$ cat config.mk
export PLATFORM = sky130hd
export DESIGN_NAME = sound_voice_allocator_core_flat
export DESIGN_NICKNAME = d
export VERILOG_FILES = /design/src/design/sva_pkg.sv /design/src/design/sva_intf.sv /design/src/design/sound_voice_allocator_core.sv /design/src/flat_wrapper.sv
export SDC_FILE = /design/constraint.sdc
export NUM_CORES = 1
export LEC_CHECK = 0
export BUFFER_PORTS_ARGS = -buffer_cell sky130_fd_sc_hd__buf_4
export CAP_MARGIN = 25
export CELL_PAD_IN_SITES_DETAIL_PLACEMENT = 0
export CELL_PAD_IN_SITES_GLOBAL_PLACEMENT = 2
export CORE_MARGIN = 2
export CORE_UTILIZATION = 36
export CTS_CLUSTER_SIZE = 28
export DETAILED_ROUTE_END_ITERATION = 6
export GPL_ROUTABILITY_DRIVEN = 0
export PLACE_DENSITY = 0.67
export SYNTH_ARGS = -nofsm -noshare
export SYNTH_HDL_FRONTEND = slang
export SYNTH_SLANG_ARGS = --single-unit
$ cat constraint.sdc
create_clock -name clock -period 9 [get_ports clock]
set_input_delay 0.9 -clock clock [delete_from_list [all_inputs] [get_ports clock]]
set_output_delay 0.9 -clock clock [all_outputs]
set_load 0.02 [all_outputs]
$ cat src/design/sva_pkg.sv
package sva_pkg;

   localparam int CHANNELS    = 4;
   localparam int CHAN_IDX_W  = (CHANNELS > 1) ? $clog2(CHANNELS) : 1;

   localparam int SOUND_W     = 8;
   localparam int SOURCE_W    = 16;
   localparam int POS_W       = 32;
   localparam int PRIO_W      = 8;
   localparam int LEN_W       = 24;
   localparam int QUAD_W      = 32;
   localparam int EFFVOL_W    = 8;
   localparam int OUTCOME_W   = 2;
   localparam int CHAN_FIELD_W = 4;
   localparam int VOL_W       = 15;

   // adder wide enough for exact differences and sums of 32-bit positions
   localparam int ALU_W       = POS_W + 2;
   localparam int QUARTER_W   = LEN_W - 2;
   localparam int ATTEN_W     = 7;
   localparam int DIST_SHIFT  = 20;
   localparam logic [ATTEN_W-1:0]  ATTEN_FULL    = 7'd127;
   localparam logic [EFFVOL_W-1:0] EFFVOL_RESET  = 8'd128;

   typedef enum logic [OUTCOME_W-1:0] {
      OUT_STARTED   = 2'd0,
      OUT_TOO_FAR   = 2'd1,
      OUT_DUPLICATE = 2'd2,
      OUT_NO_FREE   = 2'd3
   } outcome_type;

   typedef enum logic [3:0] {
      ST_IDLE,
      ST_DX_SUB,
      ST_DX_ABS,
      ST_DY_SUB,
      ST_DY_ABS,
      ST_CMP,
      ST_SUM,
      ST_DIST,
      ST_SCAN,
      ST_STEAL,
      ST_STOP,
      ST_RESP
   } state_type;

endpackage

$ cat src/design/sva_intf.sv
interface sva_req_if;
   import sva_pkg::*;

   logic                       valid;
   logic                       ready;
   logic [SOUND_W-1:0]         effect_id;
   logic [SOURCE_W-1:0]        source_id;
   logic                       at_listener;
   logic signed [POS_W-1:0]    source_x;
   logic signed [POS_W-1:0]    source_y;
   logic signed [POS_W-1:0]    listener_x;
   logic signed [POS_W-1:0]    listener_y;
   logic [PRIO_W-1:0]          sound_priority;
   logic                       singular;
   logic [LEN_W-1:0]           length_samples;
   logic signed [QUAD_W-1:0]   now_quad;

   modport source (
      output valid, effect_id, source_id, at_listener, source_x, source_y,
             listener_x, listener_y, sound_priority, singular, length_samples,
             now_quad,
      input  ready
   );

   modport sink (
      input  valid, effect_id, source_id, at_listener, source_x, source_y,
             listener_x, listener_y, sound_priority, singular, length_samples,
             now_quad,
      output ready
   );
endinterface

interface sva_rsp_if;
   import sva_pkg::*;

   logic                       valid;
   logic                       ready;
   logic [OUTCOME_W-1:0]       outcome;
   logic [CHAN_FIELD_W-1:0]    channel_index;
   logic [VOL_W-1:0]           channel_volume;
   logic signed [QUAD_W-1:0]   stop_time;

   modport source (
      output valid, outcome, channel_index, channel_volume, stop_time,
      input  ready
   );

   modport sink (
      input  valid, outcome, channel_index, channel_volume, stop_time,
      output ready
   );
endinterface

interface sva_csr_if;
   import sva_pkg::*;

   logic                valid;
   logic                ready;
   logic [EFFVOL_W-1:0] effects_volume;

   modport source (output valid, effects_volume, input ready);
   modport sink   (input valid, effects_volume, output ready);
endinterface

$ cat src/design/sound_voice_allocator_core.sv
// Sound voice allocator. Each request transfer on req_ch asks to start a sound
// effect and produces exactly one result transfer on rsp_ch. Unless the request
// is at the listener, an attenuation is derived from the octagonal distance
// estimate dx + dy - min(dx,dy)/2; sources whose distance >> 20 exceeds 127
// come back as too far. Otherwise the channels are scanned one per cycle: a
// same-quad duplicate is rejected, a singular or same-source match is taken,
// else the last dead (or empty) channel, else a second pass steals the first
// busy channel whose priority value is not lower than the request's, else the
// request is rejected as no channel free. A started channel gets volume
// attenuation * effects_volume and stop time now_quad + length_samples/4.
// Timing: the block takes one request at a time. Everything runs through one
// 34-bit adder under a small sequencer: the distance states (skipped at the
// listener), the match scan, the steal pass if needed, and a stop state for
// the stop time and the channel write; then the result is offered and held
// until rsp_ch takes it, and req_ch is ready again the cycle after the result
// transfer.
// csr_ch is always ready; write it only while idle.
module sound_voice_allocator_core (
   input logic        clock,
   input logic        reset,
   sva_req_if.sink    req_ch,
   sva_rsp_if.source  rsp_ch,
   sva_csr_if.sink    csr_ch
);
   import sva_pkg::*;

   // sequencer
   state_type state_ff, state_in;

   // captured request
   logic [SOUND_W-1:0]   snd_ff, snd_in;
   logic [SOURCE_W-1:0]  src_ff, src_in;
   logic [POS_W-1:0]     sx_ff, sx_in, sy_ff, sy_in, lx_ff, lx_in, ly_ff, ly_in;
   logic [PRIO_W-1:0]    prio_ff, prio_in;
   logic                 sing_ff, sing_in;
   logic [QUARTER_W-1:0] quarter_ff, quarter_in;
   logic [QUAD_W-1:0]    now_ff, now_in;

   // distance working registers
   logic [ALU_W-1:0]     dx_ff, dx_in, dy_ff, dy_in;
   logic [POS_W-1:0]     half_ff, half_in;
   logic [ATTEN_W-1:0]   atten_ff, atten_in;

   // scan state
   logic [CHAN_IDX_W-1:0] idx_ff, idx_in, pick_ff, pick_in;
   logic                  have_pick_ff, have_pick_in;

   // result register
   outcome_type          outcome_ff, outcome_in;
   logic [VOL_W-1:0]     vol_ff, vol_in;
   logic [QUAD_W-1:0]    stop_ff, stop_in;

   // configuration
   logic [EFFVOL_W-1:0]  effvol_ff, effvol_in;

   // channel table
   logic                 used_ff    [CHANNELS];
   logic [SOUND_W-1:0]   sound_ff   [CHANNELS];
   logic [SOURCE_W-1:0]  source_ff  [CHANNELS];
   logic [PRIO_W-1:0]    ch_prio_ff [CHANNELS];
   logic [QUAD_W-1:0]    start_ff   [CHANNELS];
   logic [QUAD_W-1:0]    ch_stop_ff [CHANNELS];
   logic                 chan_we;

   // shared adder
   logic [ALU_W-1:0]     alu_a, alu_b, alu_res;
   logic                 alu_cin;

   // per-channel tests at idx_ff
   logic req_xfer;
   logic last_ch, match_snd, is_dup, is_take, is_dead, can_steal;
   logic too_far;

   assign req_xfer = req_ch.valid && req_ch.ready;
   assign alu_res  = alu_a + alu_b + ALU_W'(alu_cin);

   assign last_ch   = (idx_ff == CHAN_IDX_W'(CHANNELS - 1));
   assign match_snd = used_ff[idx_ff] && (sound_ff[idx_ff] == snd_ff);
   assign is_dup    = match_snd && (start_ff[idx_ff] == now_ff);
   // empty channels still compare on source, source 0 included
   assign is_take   = (match_snd && sing_ff) || (source_ff[idx_ff] == src_ff);
   assign is_dead   = !used_ff[idx_ff] ||
                      ($signed(ch_stop_ff[idx_ff]) <= $signed(now_ff));
   assign can_steal = used_ff[idx_ff] && (ch_prio_ff[idx_ff] >= prio_ff);

   // distance is in alu_res during ST_DIST
   assign too_far = |alu_res[ALU_W-1:DIST_SHIFT+ATTEN_W];

   // adder operand select
   always_comb begin
      alu_a   = '0;
      alu_b   = '0;
      alu_cin = 1'b0;
      case (state_ff)
         ST_DX_SUB: begin
            alu_a   = ALU_W'($signed(sx_ff));
            alu_b   = ~ALU_W'($signed(lx_ff));
            alu_cin = 1'b1;
         end
         ST_DX_ABS: begin
            alu_b   = dx_ff[ALU_W-1] ? ~dx_ff : dx_ff;
            alu_cin = dx_ff[ALU_W-1];
         end
         ST_DY_SUB: begin
            alu_a   = ALU_W'($signed(sy_ff));
            alu_b   = ~ALU_W'($signed(ly_ff));
            alu_cin = 1'b1;
         end
         ST_DY_ABS: begin
            alu_b   = dy_ff[ALU_W-1] ? ~dy_ff : dy_ff;
            alu_cin = dy_ff[ALU_W-1];
         end
         ST_CMP: begin
            alu_a   = dx_ff;
            alu_b   = ~dy_ff;
            alu_cin = 1'b1;
         end
         ST_SUM: begin
            alu_a = dx_ff;
            alu_b = dy_ff;
         end
         ST_DIST: begin
            alu_a   = dx_ff;
            alu_b   = ~ALU_W'(half_ff);
            alu_cin = 1'b1;
         end
         ST_STOP: begin
            alu_a = ALU_W'(now_ff);
            alu_b = ALU_W'(quarter_ff);
         end
         default: begin
            alu_a   = '0;
            alu_b   = '0;
            alu_cin = 1'b0;
         end
      endcase
   end

   // sequencer: next state and datapath loads
   always_comb begin
      state_in     = state_ff;
      snd_in       = snd_ff;
      src_in       = src_ff;
      sx_in        = sx_ff;
      sy_in        = sy_ff;
      lx_in        = lx_ff;
      ly_in        = ly_ff;
      prio_in      = prio_ff;
      sing_in      = sing_ff;
      quarter_in   = quarter_ff;
      now_in       = now_ff;
      dx_in        = dx_ff;
      dy_in        = dy_ff;
      half_in      = half_ff;
      atten_in     = atten_ff;
      idx_in       = idx_ff;
      pick_in      = pick_ff;
      have_pick_in = have_pick_ff;
      outcome_in   = outcome_ff;
      vol_in       = vol_ff;
      stop_in      = stop_ff;
      chan_we      = 1'b0;
      effvol_in    = (csr_ch.valid && csr_ch.ready) ? csr_ch.effects_volume : effvol_ff;

      case (state_ff)
         ST_IDLE: begin
            if (req_xfer) begin
               snd_in       = req_ch.effect_id;
               src_in       = req_ch.source_id;
               sx_in        = req_ch.source_x;
               sy_in        = req_ch.source_y;
               lx_in        = req_ch.listener_x;
               ly_in        = req_ch.listener_y;
               prio_in      = req_ch.sound_priority;
               sing_in      = req_ch.singular;
               quarter_in   = req_ch.length_samples[LEN_W-1:2];
               now_in       = req_ch.now_quad;
               idx_in       = '0;
               have_pick_in = 1'b0;
               if (req_ch.at_listener) begin
                  atten_in = ATTEN_FULL;
                  state_in = ST_SCAN;
               end else begin
                  state_in = ST_DX_SUB;
               end
            end
         end
         ST_DX_SUB: begin
            dx_in    = alu_res;
            state_in = ST_DX_ABS;
         end
         ST_DX_ABS: begin
            dx_in    = alu_res;
            state_in = ST_DY_SUB;
         end
         ST_DY_SUB: begin
            dy_in    = alu_res;
            state_in = ST_DY_ABS;
         end
         ST_DY_ABS: begin
            dy_in    = alu_res;
            state_in = ST_CMP;
         end
         ST_CMP: begin
            // sign of dx - dy picks the smaller one
            half_in  = alu_res[ALU_W-1] ? dx_ff[POS_W:1] : dy_ff[POS_W:1];
            state_in = ST_SUM;
         end
         ST_SUM: begin
            dx_in    = alu_res;
            state_in = ST_DIST;
         end
         ST_DIST: begin
            if (too_far) begin
               outcome_in = OUT_TOO_FAR;
               state_in   = ST_RESP;
            end else begin
               atten_in = ATTEN_FULL - alu_res[DIST_SHIFT+ATTEN_W-1:DIST_SHIFT];
               state_in = ST_SCAN;
            end
         end
         ST_SCAN: begin
            if (is_dup) begin
               outcome_in = OUT_DUPLICATE;
               state_in   = ST_RESP;
            end else if (is_take) begin
               pick_in  = idx_ff;
               state_in = ST_STOP;
            end else begin
               // keep the last dead channel seen
               if (is_dead) begin
                  pick_in      = idx_ff;
                  have_pick_in = 1'b1;
               end
               if (last_ch) begin
                  idx_in = '0;
                  if (is_dead || have_pick_ff) begin
                     state_in = ST_STOP;
                  end else begin
                     state_in = ST_STEAL;
                  end
               end else begin
                  idx_in = idx_ff + CHAN_IDX_W'(1);
               end
            end
         end
         ST_STEAL: begin
            if (can_steal) begin
               pick_in  = idx_ff;
               state_in = ST_STOP;
            end else if (last_ch) begin
               outcome_in = OUT_NO_FREE;
               state_in   = ST_RESP;
            end else begin
               idx_in = idx_ff + CHAN_IDX_W'(1);
            end
         end
         ST_STOP: begin
            stop_in    = alu_res[QUAD_W-1:0];
            vol_in     = VOL_W'(atten_ff) * VOL_W'(effvol_ff);
            outcome_in = OUT_STARTED;
            chan_we    = 1'b1;
            state_in   = ST_RESP;
         end
         ST_RESP: begin
            if (rsp_ch.ready) begin
               state_in = ST_IDLE;
            end
         end
         default: begin
            state_in = ST_IDLE;
         end
      endcase
   end

   always_ff @(posedge clock) begin
      if (reset) begin
         state_ff  <= ST_IDLE;
         effvol_ff <= EFFVOL_RESET;
      end else begin
         state_ff  <= state_in;
         effvol_ff <= effvol_in;
      end
   end

   always_ff @(posedge clock) begin
      snd_ff       <= snd_in;
      src_ff       <= src_in;
      sx_ff        <= sx_in;
      sy_ff        <= sy_in;
      lx_ff        <= lx_in;
      ly_ff        <= ly_in;
      prio_ff      <= prio_in;
      sing_ff      <= sing_in;
      quarter_ff   <= quarter_in;
      now_ff       <= now_in;
      dx_ff        <= dx_in;
      dy_ff        <= dy_in;
      half_ff      <= half_in;
      atten_ff     <= atten_in;
      idx_ff       <= idx_in;
      pick_ff      <= pick_in;
      have_pick_ff <= have_pick_in;
      outcome_ff   <= outcome_in;
      vol_ff       <= vol_in;
      stop_ff      <= stop_in;
   end

   // channel table: used and source reset (source matters on empty channels)
   always_ff @(posedge clock) begin
      if (reset) begin
         for (int i = 0; i < CHANNELS; i++) begin
            used_ff[i]   <= 1'b0;
            source_ff[i] <= '0;
         end
      end else if (chan_we) begin
         used_ff[pick_ff]   <= 1'b1;
         source_ff[pick_ff] <= src_ff;
      end
   end

   always_ff @(posedge clock) begin
      if (chan_we) begin
         sound_ff[pick_ff]   <= snd_ff;
         ch_prio_ff[pick_ff] <= prio_ff;
         start_ff[pick_ff]   <= now_ff;
         ch_stop_ff[pick_ff] <= alu_res[QUAD_W-1:0];
      end
   end

   // ports
   assign req_ch.ready = (state_ff == ST_IDLE);
   assign csr_ch.ready = 1'b1;

   assign rsp_ch.valid          = (state_ff == ST_RESP);
   assign rsp_ch.outcome        = outcome_ff;
   assign rsp_ch.channel_index  = (outcome_ff == OUT_STARTED) ? CHAN_FIELD_W'(pick_ff) : '0;
   assign rsp_ch.channel_volume = (outcome_ff == OUT_STARTED) ? vol_ff : '0;
   assign rsp_ch.stop_time      = (outcome_ff == OUT_STARTED) ? stop_ff : '0;

endmodule

$ cat src/flat_wrapper.sv
// flat-port wrapper written by rule: the top's interface ports become plain ports
module sound_voice_allocator_core_flat import sva_pkg::*;
  (clock, reset, req_ch_valid, req_ch_effect_id, req_ch_source_id, req_ch_at_listener, req_ch_source_x, req_ch_source_y, req_ch_listener_x, req_ch_listener_y, req_ch_sound_priority, req_ch_singular, req_ch_length_samples, req_ch_now_quad, req_ch_ready, rsp_ch_valid, rsp_ch_outcome, rsp_ch_channel_index, rsp_ch_channel_volume, rsp_ch_stop_time, rsp_ch_ready, csr_ch_valid, csr_ch_effects_volume, csr_ch_ready);
  sva_req_if req_ch_i ();
  sva_rsp_if rsp_ch_i ();
  sva_csr_if csr_ch_i ();
  input logic clock;
  input logic reset;
  input wire logic [$bits(req_ch_i.valid)-1:0] req_ch_valid;
  input wire logic [$bits(req_ch_i.effect_id)-1:0] req_ch_effect_id;
  input wire logic [$bits(req_ch_i.source_id)-1:0] req_ch_source_id;
  input wire logic [$bits(req_ch_i.at_listener)-1:0] req_ch_at_listener;
  input wire logic [$bits(req_ch_i.source_x)-1:0] req_ch_source_x;
  input wire logic [$bits(req_ch_i.source_y)-1:0] req_ch_source_y;
  input wire logic [$bits(req_ch_i.listener_x)-1:0] req_ch_listener_x;
  input wire logic [$bits(req_ch_i.listener_y)-1:0] req_ch_listener_y;
  input wire logic [$bits(req_ch_i.sound_priority)-1:0] req_ch_sound_priority;
  input wire logic [$bits(req_ch_i.singular)-1:0] req_ch_singular;
  input wire logic [$bits(req_ch_i.length_samples)-1:0] req_ch_length_samples;
  input wire logic [$bits(req_ch_i.now_quad)-1:0] req_ch_now_quad;
  output wire logic [$bits(req_ch_i.ready)-1:0] req_ch_ready;
  output wire logic [$bits(rsp_ch_i.valid)-1:0] rsp_ch_valid;
  output wire logic [$bits(rsp_ch_i.outcome)-1:0] rsp_ch_outcome;
  output wire logic [$bits(rsp_ch_i.channel_index)-1:0] rsp_ch_channel_index;
  output wire logic [$bits(rsp_ch_i.channel_volume)-1:0] rsp_ch_channel_volume;
  output wire logic [$bits(rsp_ch_i.stop_time)-1:0] rsp_ch_stop_time;
  input wire logic [$bits(rsp_ch_i.ready)-1:0] rsp_ch_ready;
  input wire logic [$bits(csr_ch_i.valid)-1:0] csr_ch_valid;
  input wire logic [$bits(csr_ch_i.effects_volume)-1:0] csr_ch_effects_volume;
  output wire logic [$bits(csr_ch_i.ready)-1:0] csr_ch_ready;
  assign req_ch_i.valid = req_ch_valid;
  assign req_ch_i.effect_id = req_ch_effect_id;
  assign req_ch_i.source_id = req_ch_source_id;
  assign req_ch_i.at_listener = req_ch_at_listener;
  assign req_ch_i.source_x = req_ch_source_x;
  assign req_ch_i.source_y = req_ch_source_y;
  assign req_ch_i.listener_x = req_ch_listener_x;
  assign req_ch_i.listener_y = req_ch_listener_y;
  assign req_ch_i.sound_priority = req_ch_sound_priority;
  assign req_ch_i.singular = req_ch_singular;
  assign req_ch_i.length_samples = req_ch_length_samples;
  assign req_ch_i.now_quad = req_ch_now_quad;
  assign req_ch_ready = req_ch_i.ready;
  assign rsp_ch_valid = rsp_ch_i.valid;
  assign rsp_ch_outcome = rsp_ch_i.outcome;
  assign rsp_ch_channel_index = rsp_ch_i.channel_index;
  assign rsp_ch_channel_volume = rsp_ch_i.channel_volume;
  assign rsp_ch_stop_time = rsp_ch_i.stop_time;
  assign rsp_ch_i.ready = rsp_ch_ready;
  assign csr_ch_i.valid = csr_ch_valid;
  assign csr_ch_i.effects_volume = csr_ch_effects_volume;
  assign csr_ch_ready = csr_ch_i.ready;
  sound_voice_allocator_core u_core (.clock(clock), .reset(reset), .req_ch(req_ch_i), .rsp_ch(rsp_ch_i), .csr_ch(csr_ch_i));
endmodule
# After elaboration in Yosys (flattened, before gate mapping)
# Memories as Yosys holds them, arrays and structs flattened. A register that Yosys moved wholly into a read port is not among the register bits.
# Cells that the tools add are included.
# totals
reg_bits	388
mem_bits_rw	388
input_bits	231
output_inout_bits	56
word_cells	166
n_memories	6
# memory_table
memory	depth	word_bits	read_ports	rd_ports_with_merged_regs	wr	line	rtl
u_core.ch_stop_ff	4	32	1	1	1	sound_voice_allocator_core.sv:62	logic [QUAD_W-1:0] ch_stop_ff [CHANNELS];
u_core.start_ff	4	32	1	1	1	sound_voice_allocator_core.sv:61	logic [QUAD_W-1:0] start_ff [CHANNELS];
u_core.source_ff	4	16	1	1	4	sound_voice_allocator_core.sv:59	logic [SOURCE_W-1:0] source_ff [CHANNELS];
u_core.ch_prio_ff	4	8	1	1	1	sound_voice_allocator_core.sv:60	logic [PRIO_W-1:0] ch_prio_ff [CHANNELS];
u_core.sound_ff	4	8	1	1	1	sound_voice_allocator_core.sv:58	logic [SOUND_W-1:0] sound_ff [CHANNELS];
u_core.used_ff	4	1	1	1	4	sound_voice_allocator_core.sv:57	logic used_ff [CHANNELS];
# op_classes
addsub	4
n_mul	1
magnitude_cmp	2
n_eq_ne	31
n_mux	65
n_bitwise	5
reduce_logical	30
# op_table
operator	n
$pmux 34 s8	1
$pmux 34 s4	1
$not 32->34	3
$mux 34	2
$not 34->34	2
$mux 32	2
$mux 2	25
$pmux 4 s12	1
$add 34x1->34	1
$add 34x34->34	1
$eq 32x32->1	1
$le 32x32->1	1
$mux 4	8
$mux 7	3
$eq 16x16->1	1
$eq 4x3->1 const B	4
$eq 4x4->1 const B	4
$mux 16	1
$reduce_or 16->1	1
$mul 7x8->15	1
$mux 15	1
$mux 1	14
$ne 2x2->1 const B	7
$pmux 7 s2	1
32 further kinds	51

# Longest topological paths before layout
# Gate-level depths: netlist (run 1).
# depth
depth_word	8
ltp_mapped	20
ltp_nobuf	18

# Least setup slack after synthesis (run 1)
# OpenSTA, ideal clock, no wires.
# synth_path
path_kind	reg2reg
start	register u_core.state_ff[0]
end	register u_core.atten_ff[0] (enable)
setup_ns	0.331
t_arrival_ns	6.654
t_required_ns	8.669
setup_slack_ns	2.015
path_stages_with_launch	7
n_path_buf	1
period_less_slack_ns	6.985
path_cell_list	dfxtp_1 buf_2 nor2_1 nand2_1 inv_1 and2_1 a22o_1
# synth_between
word_cells_on_any_way	23
# synth_lines
item	line	rtl
start: declaration	sound_voice_allocator_core.sv:28	state_type state_ff, state_in;
start signal: assignment	sound_voice_allocator_core.sv:281	state_ff <= state_in;
$logic_not 4->1 *	sound_voice_allocator_core.sv:332	assign req_ch.ready = (state_ff == ST_IDLE);
net req_ch_ready	flat_wrapper.sv:21	output wire logic [$bits(req_ch_i.ready)-1:0] req_ch_ready;
$logic_and 1x1->1	sound_voice_allocator_core.sv:74	assign req_xfer = req_ch.valid && req_ch.ready;
$ne 2x2->1 (no line)	--	
$reduce_and 4->1 (no line) *	--	
end signal: assignment	sound_voice_allocator_core.sv:300	atten_ff <= atten_in;
end: declaration	sound_voice_allocator_core.sv:42	logic [ATTEN_W-1:0] atten_ff, atten_in;
# The timed path passes the listed nets; every way through them passes the cells marked *.
# A chain may end at the register's enable or synchronous reset.

# Worst setup path in the final report (run 1)
# layout_path
start	register u_core.state_ff[3]
end	register u_core.atten_ff[0] (enable)
# layout_between
elab_chain_cells	8
word_cells_on_any_way	23
# layout_rtl
item	line	rtl
$eq 4x3->1 (on tied branches)	sound_voice_allocator_core.sv:94, sound_voice_allocator_core.sv:165	
$reduce_or 3->1 (no line)	--	
$pmux 34 s4	sound_voice_allocator_core.sv:94	case (state_ff)
$add 34x34->34	sound_voice_allocator_core.sv:75	assign alu_res = alu_a + alu_b + ALU_W'(alu_cin);
$add 34x1->34	sound_voice_allocator_core.sv:75	
$reduce_or 7->1	sound_voice_allocator_core.sv:87	assign too_far = |alu_res[ALU_W-1:DIST_SHIFT+ATTEN_W];
$ne 2x2->1 (no line)	--	
$reduce_and 4->1 (no line) *	--	
# Every way passes the cells marked *; elsewhere a longest branch is shown, timed or not.

==> results.toml, run 1 <==
[floorplanning]
die-area_mm2 = 0.0993
io_pins = 287
core-area_mm2 = 0.0963
placementRows = 114
die_x_um = 315
fp.dieH_um = 315
start_util = 0.362

[cts]
clk_pin_slew_ps = 60
cts.sinks = 778
post_cts_buffers = 0
ctsLongestPathBuffers = 3
clk_latency_ps = 660
root_buffer = "clkbuf_16"
htree_levels = 3
cts_tree = "done"
cts_hold_buf = 0
ctsResizeCount = 0
numCtsBuffers = 90

[pwr]
clock_power_share = 0.282
power_switching_uw = 4500
power.internal_uw = 8840
p_leak_uw = 0.0150
p_per_area_mw_per_mm2 = 320
seqPwrFrac = 0.421
ir_drop_uv = 180
p_sw_frac = 0.337
p_comb_frac = 0.297

[routing]
highest-signal-layer = "met4"
drtPass1Iterations = 6
avgViaCountPerCell = 5.20
wl_met2_um = 45600
antenna_left = 0
met1Wirelength_um = 42600
route.detailed.drc = 0
dr_wl_met3_um = 4770
drt-total-wl_um = 95400
first_iter_violations = 1693
vias = 20500
wire_per_inst_um = 24.2

[synthesis]
synth_cells = 2267
synth_edf_count = 764
avgSynthCellArea_um2 = 15.4
synth_area_leaders = "edfxtp_1, mux4_2, ha_1"
ys_ff_latch = 778
ys.flop_type = "edfxtp_1"
synth_most_common_cell = "edfxtp_1"
synth_area_mm2 = 0.0348
ys_warn_count = 0
ys_async_sr_fraction = 0
synth_cell_type_count = 80
yosysTopAreaCell = "edfxtp_1"
netlist_top_cells_count = "edfxtp_1, nand2_1, nor2_1, ha_1, xnor2_1"
synth_top_area_frac = 0.658
ys_seq_area_frac = 0.666

[worst_setup_path]
path_max_fanout = 19
critPathCaptureType = "flop"
cp.arrival_ps = 6850
cp-start-kind = "flop"
required_ps = 9350
r2r_start = "u_core.state_ff[3]$_SDFFE_PP0P_"
critPathKind = "flop to flop"
cp-startpoint = "u_core.state_ff[3]$_SDFFE_PP0P_"

[timing]
fin_crit_ps = 6500
drv_slew = 0
tightest_slew_ps = 1090
fin_crit_sh = 0.723
fmax_mhz = 154
maxSlewHeadroom = 0.268
fin_skew_ps = 42.2
setup_ws_ps = 2500
finalSetupViolCount = 0
rsz0062_at_grt = "false"
fin_tns_setup_ps = 0
whs_ps = 408
finalHoldViolCount = 0

[final_layout]
seq_area_mm2 = 0.0232
fillers = 8679
multi_input_area_mm2 = 0.0108
area_growth_pct = 19.6
layout.nets = 2953
final_cells = 3939
final_layout_size_suffix_gt1_frac = 0.235

[run]
maxCapViolations = 0

[global_routing]
grt_pass1_vias = 21500
antenna_found_initial = 2
grt_usage = 0.193
grt_start_max_net_pins = 77
grt_pass1_wl_um = 141000
overflow = 0

[place]
place_hpwl_um = 64500
numPortBuffers = 281
pre_cts_slack_ps = 2600
dp_cells = 3763

[worst_hold_path]
min_path_type = "input pin to flop"
hp-start = "req_ch_listener_x[14]"

[run_status]
status = "finished clean"
==> worst paths after layout <==
kind | to | slack [ps] | depth (start not counted)
setup / recovery | u_core.atten_ff[0]$_SDFFCE_PP1P_ | 2500 | 17
setup reg to reg | u_core.atten_ff[0]$_SDFFCE_PP1P_ | 2500 | 17
hold reg to reg | u_core.pick_ff[1]$_DFFE_PP_ | 510 | 0
hold / removal | u_core.lx_ff[14]$_DFFE_PP_ | 410 | 1
==> power by group through the flow <==
stage / sequential (µW) / clock (µW) / combinational [µW]
after floorplan: 5470 / 0 / 2670
after global placement: 5700 / 0 / 3850
after detailed placement: 5720 / 0 / 3930
after CTS: 5650 / 3860 / 3950
after global routing: 5690 / 4000 / 4310
final: 5620 / 3770 / 3960
==> critical path, cell delays in order (launching register included) <==
cell      delay, ps
dfxtp_1         840
nor2_1          200
nand2_1         660
buf_4           300
o22ai_1         110
a211oi_1        230
o211ai_1        210
ha_1            430
and4_1          220
a221o_1         320
nor3b_1         200
a22oi_1         190
a31oi_2         390
o211ai_1        230
xnor2_4         680
buf_4           480
nor3_1          110
a22o_1          360
==> sequential cells by signal (all words and copies together), names as in the netlist, 34 cells and up, named ones only <==
signal             flops
u_core.ch_stop_ff    128
u_core.dx_ff          34
u_core.dy_ff          34
u_core.source_ff      64
u_core.start_ff      128
==> layer usage <==
metal / track usage / vias up
met3: 0.0290 / 138
met2: 0.310 / 587
met1: 0.268 / 10400
li1: - / 9357
met4: 0.0608 / 0
met5: 0 / -
==> cells by family (layout without fill, tap and decap cells) <==
| logic type | Yosys count | count (layout) | synth area share |
|---|---|---|---|
| flops | 778 | 778 | 0.666 |
| fa+ha+maj | 137 | 137 | 0.0559 |
| other cells | 2 | 5 | 0.000216 |
| compound gates | 374 | 374 | 0.0739 |
| buf+inv | 203 | 596 | 0.0249 |
| xor+xnor | 132 | 132 | 0.0334 |
| mux | 144 | 144 | 0.0767 |
| simple gates | 497 | 497 | 0.0686 |
==> placed cells by master, fill, tap and decap left out, drive strengths merged, types with 32 or more instances in the layout <==
master,synthesis,final
edfxtp,764,764
buf,44,326
nand2,146,146
nor2,142,142
clkbuf,57,108
ha,106,106
xnor2,103,103
inv,102,102
mux4,95,95
and2,85,85
a21oi,76,76
o211ai,59,59
o22ai,44,44
clkinv,0,44
o21ai,36,36
mux2,35,35
a22oi,32,32
==> layout make-up <==
type | instances | area share
Antenna cell | 2 | 0.000120
Sequential cell | 778 | 0.558
Multi-Input combinational cell | 1287 | 0.260
Inverter | 102 | 0.00931
Clock buffer | 108 | 0.0587
Tap cell | 1276 | 0.0383
Clock inverter | 60 | 0.0156
Timing Repair Buffer | 326 | 0.0606
==> through the flow <==
step	total power, µW	instance area, µm²	util
2_1_floorplan	8150	34800	-
3_3_place_gp	9540	38400	0.399
3_5_place_dp	9640	38500	0.399
4_1_cts	13500	41600	0.432
5_1_grt	14000	41700	0.433
6_report	13300	41700	0.433
No activity file was read; power rests on OpenSTA's default activity.
==> run 2, diff against run 1 <==
- PLACE_DENSITY: 0.67 -> 0.69
- clock period: 9 -> 5.4 ns (I/O delays scaled with it)
==> results.toml, run 2 (synthesis results as in run 1) <==
[pwr]
power.internal_uw = 14600
power_switching_uw = 7460
p_per_area_mw_per_mm2 = 528
p_sw_frac = 0.337
ir_drop_uv = 332
p_leak_uw = 0.0151
clock_power_share = 0.266
p_comb_frac = 0.316
seqPwrFrac = 0.418

[global_routing]
grt_pass1_vias = 21800
grt_pass1_wl_um = 141000
grt_usage = 0.193
grt_start_max_net_pins = 69
antenna_found_initial = 4
overflow = 0

[routing]
drt-total-wl_um = 95800
drtPass1Iterations = 7
wire_per_inst_um = 24.0
antenna_left = 0
route.detailed.drc = 0
avgViaCountPerCell = 5.20
first_iter_violations = 1628
vias = 20700

[floorplanning]
placementRows = 114
die_x_um = 315
start_util = 0.362
die-area_mm2 = 0.0993
io_pins = 287
fp.dieH_um = 315
core-area_mm2 = 0.0963

[cts]
numCtsBuffers = 88
htree_levels = 3
ctsLongestPathBuffers = 3
cts_tree = "done"
clk_latency_ps = 660
root_buffer = "clkbuf_16"
post_cts_buffers = 0
cts.sinks = 778
clk_pin_slew_ps = 60

[timing]
tightest_slew_ps = 1100
drv_slew = 0
rsz0062_at_grt = "false"
fin_crit_ps = 5150
fin_crit_sh = 0.954
whs_ps = 56.2
fin_tns_setup_ps = 0
fin_skew_ps = 22.1
finalHoldViolCount = 0
fmax_mhz = 194
maxSlewHeadroom = 0.265
finalSetupViolCount = 0

[worst_setup_path]
critPathKind = "flop to flop"
cpMaxStageDelayCell = "fa_1"
critPathCaptureType = "flop"
path_delay_family = "compound AO/OA/AOI/OAI gates"
critical-path-max-stage-delay_ps = 500
cp_cell_sequence = "inv_1, nand2_1, or2_2, o22ai_1, a211oi_1, o211ai_1, fa_1, fa_1, a211oi_1, o21ai_1, o2111ai_2, buf_4, a211o_1, a21boi_0, or3_1, a2111o_1, nor3_1, a22o_2"
reg2reg_slack_ps = 250
path_max_fanout = 7
cp.arrival_ps = 5510
required_ps = 5760
crit_buf_inv = 2
cp-start-kind = "flop"

[final_layout]
final_cells = 3986
design_area_mm2 = 0.0418
final_cell_mix = "edfxtp_1, buf_4, nand2_1, nor2_1, ha_1"
final_util = 0.434
reg_top3 = "u_core.ch_stop_ff: 128 flops, u_core.start_ff: 128 flops, u_core.source_ff: 64 flops"
area_growth_pct = 20.0
mostFrequentLayoutCell = "edfxtp_1"
layout.nets = 3005
final_layout_size_suffix_gt1_frac = 0.246

[place]
place_hpwl_um = 66200
place_area_mm2 = 0.0389
dp_cells = 3820
numPortBuffers = 281

[run]
maxCapViolations = 0

[worst_hold_path]
min_path_type = "input pin to flop"

[run_status]
status = "finished clean"
## run 2: changes by cell type in the layout (fill, tap and decap cells not counted), moves of 2 or more
cell and delta:
clkbuf_1 +8, bufinv_16 -2, clkinv_1 +4, clkinv_4 -4, dfxtp_1 -3, buf_16 -2, inv_6 +4, dfxtp_2 +3
buf_12 +6, clkinv_2 -4, clkinvlp_4 -3, buf_4 +50, clkbuf_16 -7
## run 2: cell type report
class / count / area [µm²]
inverters: 102 / 388
multi-input cells: 1287 / 10800
diodes: 1 / 2.50
repair buffers: 380 / 2960
fillers: 8705 / 54500
flip-flops and latches: 778 / 23200
clock buffers: 109 / 2300
clock inverters: 53 / 510
well taps: 1276 / 1600
## run 2: final timing paths
path / endpoint / depth (start not counted) / start
setup / recovery: u_core.atten_ff[1]$_SDFFCE_PP1P_ / 18 / u_core.state_ff[3]$_SDFFE_PP0P_
setup reg to reg: u_core.atten_ff[1]$_SDFFCE_PP1P_ / 18 / u_core.state_ff[3]$_SDFFE_PP0P_
hold / removal: u_core.lx_ff[28]$_DFFE_PP_ / 1 / req_ch_listener_x[28]
hold reg to reg: u_core.pick_ff[1]$_DFFE_PP_ / 0 / u_core.idx_ff[1]$_DFFE_PP_
## run 2: routing by layer
layer	part of all wire	GRT usage	up-vias
li1	-	-	9451
met1	0.43	0.258	10600
met2	0.49	0.325	593
met3	0.051	0.0340	124
met4	0.023	0.0512	0
met5	0	0	-
## run 2: per-stage QoR
stage	total power [µW]	setup WS [ps]
finish	22100	247
floorplan	13500	36.6
CTS	22300	66.8
detailed placement	16400	-1.79
global placement	16200	45.0
global route	23200	1.30
## run 2: repair_timing
item / 4_1_cts / 5_1_grt
hold endpoints to repair: 1 / 0
hold buffers: 1 / 0
endpoints found under the setup margin: 7 / 22
gates resized for setup: 1 / 5
## run 2: power groups by stage
| stage | clock [µW] | sequential (µW) | combinational, µW |
|---|---|---|---|
| after floorplan | 0 | 9040 | 4460 |
| after global placement | 0 | 9340 | 6890 |
| after detailed placement | 0 | 9380 | 6990 |
| after CTS | 6040 | 9270 | 7030 |
| after global routing | 6250 | 9350 | 7580 |
| final | 5880 | 9250 | 6980 |
==> run 3, diff against run 2 <==
- PLACE_DENSITY: 0.69 -> 0.67
- clock period: 5.4 -> 5.8 ns (I/O delays scaled with it)
==> results.toml, run 3 (synthesis results as in run 1) <==
[pwr]
power_switching_uw = 6860
p_leak_uw = 0.0150
ir_drop_uv = 228
p_sw_frac = 0.336
clock_power_share = 0.271
power.internal_uw = 13500
seqPwrFrac = 0.423
p_per_area_mw_per_mm2 = 490
p_comb_frac = 0.307

[cts]
post_cts_buffers = 0
cts.sinks = 778
cts_hold_buf = 0
clk_pin_slew_ps = 60
cts_tree = "done"
ctsLongestPathBuffers = 3
root_buffer = "clkbuf_16"
clk_latency_ps = 660
numCtsBuffers = 88
ctsResizeCount = 0
htree_levels = 3

[floorplanning]
core-area_mm2 = 0.0963
io_pins = 287
die_x_um = 315
placementRows = 114
start_util = 0.362
fp.dieH_um = 315
die-area_mm2 = 0.0993

[timing]
tightest_slew_ps = 1120
whs_ps = 98.3
fin_crit_ps = 5420
fin_crit_sh = 0.935
maxSlewHeadroom = 0.250
drv_slew = 0
fin_tns_setup_ps = 0
rsz0062_at_grt = "false"
finalSetupViolCount = 0
finalHoldViolCount = 0
fmax_mhz = 184
fin_skew_ps = 21.3

[place]
numPortBuffers = 281
place_hpwl_um = 65600

[routing]
route.detailed.drc = 0
avgViaCountPerCell = 5.19
drtPass1Iterations = 5
antenna_left = 0
first_iter_violations = 1727
wire_per_inst_um = 24.2
drt-total-wl_um = 95700
vias = 20500

[global_routing]
grt_start_max_net_pins = 93
overflow = 0
antenna_found_initial = 2
grt_pass1_wl_um = 141000
grt_pass1_vias = 21500
grt_usage = 0.193

[final_layout]
fillers = 8677
reg_top3 = "u_core.ch_stop_ff: 128 flops, u_core.start_ff: 128 flops, u_core.source_ff: 64 flops"
mostFrequentLayoutCell = "edfxtp_1"
multi_input_area_mm2 = 0.0108
final_cell_mix = "edfxtp_1, buf_4, nand2_1, nor2_1, ha_1"
layout.nets = 2971
area_growth_pct = 19.4
final_layout_size_suffix_gt1_frac = 0.237
seq_area_mm2 = 0.0232

[worst_setup_path]
critPathKind = "flop to flop"
required_ps = 6120
cp.arrival_ps = 5750
critPathCaptureType = "flop"
reg2reg_depth = 16
cp-start-kind = "flop"
path_max_fanout = 11

[run]
maxCapViolations = 0

[worst_hold_path]
whs_path_depth = 1
min_path_type = "input pin to flop"

[run_status]
status = "finished clean"
-- run 3: cell types whose count changed in the layout (fill, tap and decap cells not counted), sizes merged --
cell | previous run | this run
buf | 379 | 346
dlygate4sd3 | 1 | 0
clkinv | 39 | 38
clkbuf | 109 | 106
bufinv | 8 | 9
-- run 3: worst max-delay path: stages, from the launching register on --
cell and delay, ps:
dfxtp_1 570, nor2b_1 170, nand2_1 180, o22ai_1 110, a211oi_1 220, o211ai_1 150, fa_1 460, fa_1 500
a211oi_1 260, o21ai_1 210, o2111ai_1 400, a2111oi_1 210, or4_4 450, a32o_1 230, a2111o_1 410, nor3_1 200
a22o_1 360
-- run 3: per-stage QoR --
step	std cells	setup slack (ps)	total power (µW)	cell area [µm²]	util
floorplan	2268	126	12600	34900	-
global placement	3783	463	14900	38700	0.402
detailed placement	3784	398	15000	38700	0.402
CTS	3943	341	20600	41500	0.431
global route	3948	83.7	21400	41600	0.432
finish	3949	375	20400	41600	0.432
-- run 3: worst paths after layout --
path	startpoint	to	slack (ps)
worst max-delay path	u_core.state_ff[0]$_SDFFE_PP0P_	u_core.atten_ff[3]$_SDFFCE_PP1P_	380
worst min-delay path	req_ch_source_y[1]	u_core.sy_ff[1]$_DFFE_PP_	100
worst max register to register	u_core.state_ff[0]$_SDFFE_PP0P_	u_core.atten_ff[3]$_SDFFCE_PP1P_	380
worst min register to register	u_core.idx_ff[1]$_DFFE_PP_	u_core.pick_ff[1]$_DFFE_PP_	500
-- run 3: metal layers --
metal / share of wire / vias up / global-route usage
met3: 0.055 / 136 / 0.0357
met2: 0.49 / 611 / 0.318
met1: 0.43 / 10400 / 0.262
met5: 0 / - / 0
li1: - / 9384 / -
met4: 0.025 / 0 / 0.0551
-- run 3: power groups by stage --
stage	clock network (µW)	logic (µW)	registers (µW)
floorplan	0	4150	8410
global placement	0	6200	8720
detailed placement	0	6290	8750
CTS	5670	6320	8640
global route	5870	6840	8720
finish	5520	6250	8630
-- run 3: final cells by class --
type | count | share of cell area
Antenna cell | 1 | 0.0000602
Sequential cell | 778 | 0.559
Tap cell | 1276 | 0.0384
Inverter | 102 | 0.00933
Multi-Input combinational cell | 1287 | 0.260
Clock buffer | 106 | 0.0551
Timing Repair Buffer | 346 | 0.0652
Clock inverter | 53 | 0.0132
